`config.mk`:
```
export PLATFORM = sky130hd
export DESIGN_NAME = magic_word_frame_receiver_crc16
export DESIGN_NICKNAME = d
export VERILOG_FILES = /design/src/rtl/mwfr_pkg.sv /design/src/rtl/magic_word_frame_receiver_crc16.sv
export VERILOG_INCLUDE_DIRS = /design/src /design/src/rtl
export SDC_FILE = /design/constraint.sdc
export NUM_CORES = 1
export LEC_CHECK = 0
export BUFFER_PORTS_ARGS = -buffer_cell sky130_fd_sc_hd__clkbuf_2
export CORE_AREA = 2 2 136 138
export CTS_BUF_LIST = sky130_fd_sc_hd__clkbuf_4 sky130_fd_sc_hd__clkbuf_8
export DETAILED_ROUTE_END_ITERATION = 8
export DIE_AREA = 0 0 138 140
export PLACE_DENSITY = 0.61
export SLEW_MARGIN = 30
export SYNTH_ARGS = -nofsm -noshare
export SYNTH_HDL_FRONTEND = slang
export SYNTH_SLANG_ARGS = --single-unit
```
`constraint.sdc`:
```
create_clock -name clk -period 3.25 [get_ports clk]
set_input_delay 0 -clock clk [delete_from_list [all_inputs] [get_ports clk]]
set_output_delay 0 -clock clk [all_outputs]
set_load 0.03 [all_outputs]
```
`src/rtl/magic_word_frame_receiver_crc16_assert.svh`:
```
// Assertion macros for the magic word frame receiver.
// Depends on nothing; included by modules that carry concurrent assertions.
`ifndef MAGIC_WORD_FRAME_RECEIVER_CRC16_ASSERT_SVH
`define MAGIC_WORD_FRAME_RECEIVER_CRC16_ASSERT_SVH

// The consequent must hold in the same cycle as the antecedent.
`define MWFR_ASSERT_SAME(label, clk, rst_n, ante, cons, msg) \
	label: assert property (@(posedge clk) disable iff (!rst_n) (ante) |-> (cons)) \
		else $error(msg);

// The consequent must hold in the cycle after the antecedent.
`define MWFR_ASSERT_NEXT(label, clk, rst_n, ante, cons, msg) \
	label: assert property (@(posedge clk) disable iff (!rst_n) (ante) |=> (cons)) \
		else $error(msg);

`endif

```
`src/rtl/mwfr_pkg.sv`:
```
// Types and constants for the magic word frame receiver.
// Depends on nothing; imported by the receiver top level.
package mwfr_pkg;

	// Frame parser phases.
	typedef enum logic [1:0] {
		PH_HEADER  = 2'd0,
		PH_PAYLOAD = 2'd1,
		PH_CRC_LO  = 2'd2,
		PH_CRC_HI  = 2'd3
	} phase_t;

	// Result error codes.
	typedef enum logic [1:0] {
		ERR_OK    = 2'd0,
		ERR_CRC   = 2'd1,
		ERR_STATE = 2'd2
	} err_t;

	localparam logic [31:0] MAGIC          = 32'hAA55AA55;
	localparam logic [15:0] CRC_POLY       = 16'hA001;
	localparam logic [15:0] CRC_INIT       = 16'hFFFF;
	localparam logic [2:0]  HDR_LAST       = 3'd6;
	localparam int          HDR_KEPT       = 6;
	localparam int          PAYLOAD_BYTES  = 4;
	localparam logic [3:0]  TYPE_SET_STATE = 4'd4;
	localparam logic [7:0]  STATE_LIMIT_RST = 8'd8;

	// Payload length in bytes for each message type.
	localparam logic [3:0] LEN_OF_TYPE [16] = '{
		4'd0, 4'd0, 4'd0, 4'd0, 4'd1, 4'd4, 4'd4, 4'd4,
		4'd4, 4'd0, 4'd0, 4'd0, 4'd0, 4'd0, 4'd0, 4'd0
	};

	// One byte of reflected CRC-16/MODBUS.
	function automatic logic [15:0] crc16_byte(logic [15:0] crc, logic [7:0] b);
		logic [15:0] c;
		c = crc ^ {8'h00, b};
		for (int i = 0; i < 8; i++) begin
			if (c[0]) begin
				c = (c >> 1) ^ CRC_POLY;
			end else begin
				c = c >> 1;
			end
		end
		return c;
	endfunction

endpackage

```
`src/rtl/magic_word_frame_receiver_crc16.sv`:
```
// A frame result is registered as its CRC high word leaves the input stage register.
// Throughput: one word per cycle; an input stage register feeds one pass of CRC and
// header logic into the state and a result register, so words keep flowing while a
// result waits. A stall occurs only if a CRC high word meets an untaken result.
// Reset: asynchronous, active low; parser restarts at the header, limit returns to 8.
// Depends on mwfr_pkg and magic_word_frame_receiver_crc16_assert.svh.
`include "magic_word_frame_receiver_crc16_assert.svh"

module magic_word_frame_receiver_crc16
	import mwfr_pkg::*;
#(
	parameter int MAX_PAYLOAD_BYTES = 4,
	parameter int NUM_TYPES         = 9
) (
	input  logic        clk,
	input  logic        arst_n,
	// Configuration write channel
	input  logic        cfg_valid,
	output logic        cfg_ready,
	input  logic [7:0]  cfg_data,
	// Received word channel
	input  logic        in_valid,
	output logic        in_ready,
	input  logic [7:0]  rx_byte,
	// Frame result channel
	output logic        out_valid,
	input  logic        out_ready,
	output logic [3:0]  msg_type,
	output logic [31:0] payload,
	output logic [2:0]  payload_len,
	output logic [1:0]  error_code
);

	// Payload length for a type, clamped to the largest supported payload.
	function automatic logic [3:0] exp_len(logic [3:0] t);
		logic [3:0] n;
		n = LEN_OF_TYPE[t];
		if (n > 4'(MAX_PAYLOAD_BYTES)) begin
			n = 4'(MAX_PAYLOAD_BYTES);
		end
		return n;
	endfunction

	logic [7:0]  state_limit_q;
	logic        valid_s1;
	logic [7:0]  byte_s1;
	phase_t      phase_q, phase_d;
	logic [2:0]  count_q, count_d;
	logic [7:0]  hdr_q [HDR_KEPT];
	logic [7:0]  hdr_d [HDR_KEPT];
	logic [15:0] crc_q, crc_d;
	logic [31:0] pay_q, pay_d;
	logic [3:0]  type_q, type_d;
	logic [7:0]  crc_lo_q, crc_lo_d;
	logic        out_valid_q;
	logic [3:0]  out_type_q;
	logic [31:0] out_pay_q;
	logic [2:0]  out_len_q;
	err_t        out_err_q;
	logic        adv;
	logic        emit;
	err_t        err;
	logic [15:0] crc_upd;
	logic [3:0]  hdr_len;
	logic [3:0]  cur_len;
	logic        hdr_ok;

	// Configuration register is always writable.
	assign cfg_ready = 1'b1;

	always_ff @(posedge clk or negedge arst_n) begin
		if (!arst_n) begin
			state_limit_q <= STATE_LIMIT_RST;
		end else if (cfg_valid && cfg_ready) begin
			state_limit_q <= cfg_data;
		end
	end

	// The staged word moves on unless it closes a frame while an untaken result waits.
	assign adv      = valid_s1 && (phase_q != PH_CRC_HI || !out_valid_q || out_ready);
	assign in_ready = !valid_s1 || adv;

	always_ff @(posedge clk or negedge arst_n) begin
		if (!arst_n) begin
			valid_s1 <= 1'b0;
		end else if (in_ready) begin
			valid_s1 <= in_valid;
		end
	end

	always_ff @(posedge clk) begin
		if (in_valid && in_ready) begin
			byte_s1 <= rx_byte;
		end
	end

	// Header checks on the six stored words plus the current one.
	assign crc_upd = crc16_byte(crc_q, byte_s1);
	assign hdr_len = exp_len(hdr_q[4][3:0]);
	assign cur_len = exp_len(type_q);
	assign hdr_ok  = ({hdr_q[3], hdr_q[2], hdr_q[1], hdr_q[0]} == MAGIC) &&
		(hdr_q[4] < 8'(NUM_TYPES)) && ({byte_s1, hdr_q[5]} == {12'h000, hdr_len});

	// Next state of the parser for the staged word.
	always_comb begin
		phase_d  = phase_q;
		count_d  = count_q;
		hdr_d    = hdr_q;
		crc_d    = crc_q;
		pay_d    = pay_q;
		type_d   = type_q;
		crc_lo_d = crc_lo_q;
		unique case (phase_q)
			PH_HEADER: begin
				for (int i = 0; i < HDR_KEPT; i++) begin
					if (count_q == 3'(i)) begin
						hdr_d[i] = byte_s1;
					end
				end
				crc_d   = crc_upd;
				count_d = count_q + 3'd1;
				if (count_q == HDR_LAST) begin
					count_d = 3'd0;
					pay_d   = '0;
					if (hdr_ok) begin
						type_d  = hdr_q[4][3:0];
						phase_d = (hdr_len == 4'd0) ? PH_CRC_LO : PH_PAYLOAD;
					end else begin
						crc_d  = CRC_INIT;
						type_d = '0;
					end
				end
			end
			PH_PAYLOAD: begin
				for (int i = 0; i < PAYLOAD_BYTES; i++) begin
					if (count_q == 3'(i)) begin
						pay_d[8*i +: 8] = byte_s1;
					end
				end
				crc_d   = crc_upd;
				count_d = count_q + 3'd1;
				if ({1'b0, count_d} >= cur_len) begin
					phase_d = PH_CRC_LO;
				end
			end
			PH_CRC_LO: begin
				crc_lo_d = byte_s1;
				phase_d  = PH_CRC_HI;
			end
			PH_CRC_HI: begin
				phase_d  = PH_HEADER;
				count_d  = 3'd0;
				crc_d    = CRC_INIT;
				pay_d    = '0;
				type_d   = '0;
				crc_lo_d = '0;
			end
			default: begin
				phase_d = PH_HEADER;
			end
		endcase
	end

	// Result of a frame that ends with the staged word.
	always_comb begin
		emit = adv && (phase_q == PH_CRC_HI);
		if ({byte_s1, crc_lo_q} != crc_q) begin
			err = ERR_CRC;
		end else if (type_q == TYPE_SET_STATE && pay_q[7:0] >= state_limit_q) begin
			err = ERR_STATE;
		end else begin
			err = ERR_OK;
		end
	end

	always_ff @(posedge clk or negedge arst_n) begin
		if (!arst_n) begin
			phase_q  <= PH_HEADER;
			count_q  <= '0;
			crc_q    <= CRC_INIT;
			pay_q    <= '0;
			type_q   <= '0;
			crc_lo_q <= '0;
		end else if (adv) begin
			phase_q  <= phase_d;
			count_q  <= count_d;
			crc_q    <= crc_d;
			pay_q    <= pay_d;
			type_q   <= type_d;
			crc_lo_q <= crc_lo_d;
		end
	end

	always_ff @(posedge clk) begin
		if (adv) begin
			hdr_q <= hdr_d;
		end
	end

	// Result register.
	always_ff @(posedge clk or negedge arst_n) begin
		if (!arst_n) begin
			out_valid_q <= 1'b0;
		end else if (emit) begin
			out_valid_q <= 1'b1;
		end else if (out_ready) begin
			out_valid_q <= 1'b0;
		end
	end

	always_ff @(posedge clk) begin
		if (emit) begin
			out_type_q <= type_q;
			out_pay_q  <= pay_q;
			out_len_q  <= cur_len[2:0];
			out_err_q  <= err;
		end
	end

	assign out_valid   = out_valid_q;
	assign msg_type    = out_type_q;
	assign payload     = out_pay_q;
	assign payload_len = out_len_q;
	assign error_code  = out_err_q;

	// A closing word always leaves a result behind.
	`MWFR_ASSERT_NEXT(a_emit_lands, clk, arst_n, emit, out_valid_q, "result lost")
	// A frame with payload has a nonzero expected length.
	`MWFR_ASSERT_SAME(a_payload_len, clk, arst_n, phase_q == PH_PAYLOAD, cur_len != 4'd0,
		"payload phase with empty length")
	// Only accepted types get past the header.
	`MWFR_ASSERT_SAME(a_type_range, clk, arst_n, phase_q != PH_HEADER,
		{4'd0, type_q} < 8'(NUM_TYPES), "frame type out of range")
	// Header collection never runs past its last word.
	`MWFR_ASSERT_SAME(a_hdr_count, clk, arst_n, phase_q == PH_HEADER, count_q <= HDR_LAST,
		"header count overrun")

endmodule

```
==> reports/qor.yml <==
setup_path:
  crit_cells: 6
  worstPathCellList: "inv_1, ha_1, a21oi_1, a21o_1, nand2_1, o21ai_0"
  r2r_start: "phase_q[1]"
  max_stage_delay_ps: 700
  cp_num_buf_inv: 1
  r2r_end: "pay_q[21]"
  crit_family: "adder cells"
  rrSetupSlack_ps: 1010
  worstPathMaxFanout: 21
  arrival_ps: 2550
  worstPathRequired_ps: 3570
  cp-endpoint: "pay_q[21]"
  reg2regPathDepth: 6
  cp_slowest_cell: "ha_1"
  start_kind: "flop"
  critical_path_class: "flop to flop"
  end_kind: "flop"
  startpoint: "phase_q[1]"
sta:
  min_period_over_period: 0.688
  setup_ws_ps: 1010
  skew_ps: 13.5
  fin_crit_ps: 2240
  hold_viol: 0
  slew_headroom: 0.400
  rsz0062_at_grt: "false"
  tns_ps: 0
  finalSetupViolations: 0
  slew_viol_final: 0
  max_slew.worst_pin.slew_ps: 900
  fmax_mhz: 447
logic_synthesis:
  synth_area_sq_mm: 0.00699
  synthDistinctLibCells: 50
  postSynth.asyncResetShare: 0.439
  synth.yosys.seq_area_share: 0.684
  ys_ff_latch: 171
  yosysWarnings: 0
  synth-edff-count: 96
  yosys_most_used_dff: "edfxtp_1"
  syn_inst: 518
  avgSynthCellArea_sq_um: 13.5
  syn-num-nets: 558
drt:
  routed_via_density: 4.89
  drtAntennaViolNets: 0
  drt_wl_total_um: 14200
  wire_per_inst_um: 16.5
  first_pass_iters: 4
  drt_drc_violations_left: 0
  drtIter0Drc: 268
  dr_total_vias: 4228
clocking:
  cts.sinks: 171
  ctsRootBufferMaster: "clkbuf_8"
  cts.clk_slew.worst_paths_ps: 90
  clock_latency_ps: 460
  cts_buffers: 17
  cts_resized: 0
  cts.htree.levels: 4
  cts_tree: "built"
  clockBufferDepth: 2
  cts_setup_buffers: 0
floorplanning:
  ioPinCount: 65
  fp.dieW_um: 138
  die_area_sq_mm: 0.0193
  rows: 49
  die_h_um: 140
  start_util: 0.393
  core_area_sq_mm: 0.0178
placement:
  place_congestion: 0.859
  place.port_buffers: 62
  placed_cell_area_sq_mm: 0.00757
  hpwl_um: 9830
  preCtsSetupSlack_ps: 1010
pwr:
  power_density_mw_per_mm2: 830
  p_leak_nw: 3.36
  ir_drop_v: 0.000345
  p_total_w: 0.00685
hold_path:
  hold_class: "primary input to asynchronous set/reset pin"
grt:
  antenna_found_initial: 0
  grt_pass1_vias: 4377
  grt_usage: 0.157
  grt.overflow.total: 0
  grt_pass1_wl_um: 23500
  grt_start_max_net_pins: 76
finish:
  area_delta_synth_final_pct: 18.0
  multi_input_area_sq_mm: 0.00197
  drive_gt1_frac: 0.222
  final_common_cell: "edfxtp_1"
  antennaDiodeCount: 0
  design.final.nets: 663
  regArea_sq_mm: 0.00478
  fillCellCount: 1587
  fin_area_sq_mm: 0.00825
  layout_common_cells: "edfxtp_1, clkbuf_2, dfrtp_1"
outcome:
  status: "complete, no violations"
job:
  cap_viol_max_count: 0
==> cell families (layout without fill, tap and decap cells) <==
logic type	after synthesis	count (layout)	synth area share
compound gates	97	97	0.0855
other cells	2	2	0.00107
flops	171	171	0.684
buf+inv	58	175	0.0352
mux	2	2	0.00304
fa+ha+maj	19	19	0.0340
xor+xnor	38	38	0.0621
simple gates	131	131	0.0954
==> worst register-to-register path: stages, from the launching register on <==
cell     delay [ps]
dfrtp_1         410
inv_1           100
ha_1            700
a21oi_1         190
a21o_1          210
nand2_1         340
o21ai_0         160
==> per-layer routing <==
| metal | wire length, um | track usage | share of wire | vias to the layer above |
|---|---|---|---|---|
| li1 | - | - | - | 2047 |
| met1 | 6360 | 0.204 | 0.45 | 2057 |
| met2 | 6940 | 0.254 | 0.49 | 109 |
| met3 | 747 | 0.0414 | 0.052 | 15 |
| met4 | 197 | 0.0591 | 0.014 | 0 |
| met5 | 0 | 0 | 0 | - |
==> how the worst min path moves through the flow <==
stage / start / to / slack (ps) / cells after the start
2_1_floorplan: arst_n / count_q[0] / -300 / 0
6_report: arst_n / state_limit_q[0] / 190 / 3
4_1_cts: rx_byte[6] / byte_s1[6] / 210 / 2
3_3_place_gp: rx_byte[7] / byte_s1[7] / 180 / 1
3_5_place_dp: rx_byte[6] / byte_s1[6] / 180 / 1
5_1_grt: rx_byte[6] / byte_s1[6] / 220 / 2
==> power breakdown <==
part | internal [W] | leakage, nW | switching, W
logic | 0.000910 | 1.37 | 0.00131
registers | 0.00294 | 1.82 | 0.000367
clock network | 0.000548 | 0.170 | 0.000774
==> cell usage after synthesis (3+ instances only) <==
| cell type | number | area, sq um |
|---|---|---|
| nand2b_1 | 4 | 25.0 |
| a21oi_1 | 16 | 80.1 |
| o22ai_1 | 3 | 18.8 |
| nor4bb_1 | 3 | 30.0 |
| clkbuf_1 | 11 | 41.3 |
| nor2_1 | 20 | 75.1 |
| xnor2_2 | 9 | 146 |
| inv_1 | 36 | 135 |
| xor2_1 | 18 | 158 |
| nor3_1 | 7 | 35.0 |
| a22o_1 | 12 | 105 |
| nand4_1 | 3 | 18.8 |
| a22oi_1 | 5 | 37.5 |
| buf_4 | 4 | 30.0 |
| nor4b_1 | 5 | 43.8 |
| o21ai_0 | 44 | 220 |
| dfstp_2 | 17 | 447 |
| edfxtp_1 | 96 | 2880 |
| dfrtp_1 | 58 | 1450 |
| ha_1 | 19 | 238 |
| nand2_1 | 52 | 195 |
| nor4_1 | 7 | 43.8 |
| a21o_1 | 7 | 52.6 |
| and3_1 | 4 | 25.0 |
| xnor2_1 | 8 | 70.1 |
| buf_2 | 5 | 25.0 |
| nand3_1 | 14 | 70.1 |
==> cell type report <==
cell class,instances,share of cell area
Sequential cell,171,0.579
Tap cell,229,0.0347
Multi-Input combinational cell,289,0.238
Timing Repair Buffer,108,0.0902
Clock inverter,12,0.0109
Inverter,36,0.0164
Clock buffer,19,0.0302
==> timing repair <==
action,CTS,global route
hold buffers,34,0
endpoints found under the hold margin,76,0
endpoints found under the setup margin,0,0
==> sequential cells by signal, indices dropped and copies added (netlist names), 2 cells and up <==
signal	cells
byte_s1	8
msg_type	4
type_q	4
phase_q	2
hdr_q	48
error_code	2
crc_q	16
pay_q	32
crc_lo_q	8
state_limit_q	8
payload	32
payload_len	2
count_q	3
==> per-stage QoR <==
stage                     instances  hold slack (ps)  utilization
final                           864              189        0.464
after global routing            864              216        0.464
after CTS                       864              213        0.464
after detailed placement        799              181        0.426
after global placement          798              179        0.425
after floorplan                 518             -296            -
No activity file was read; power rests on OpenSTA's default activity.
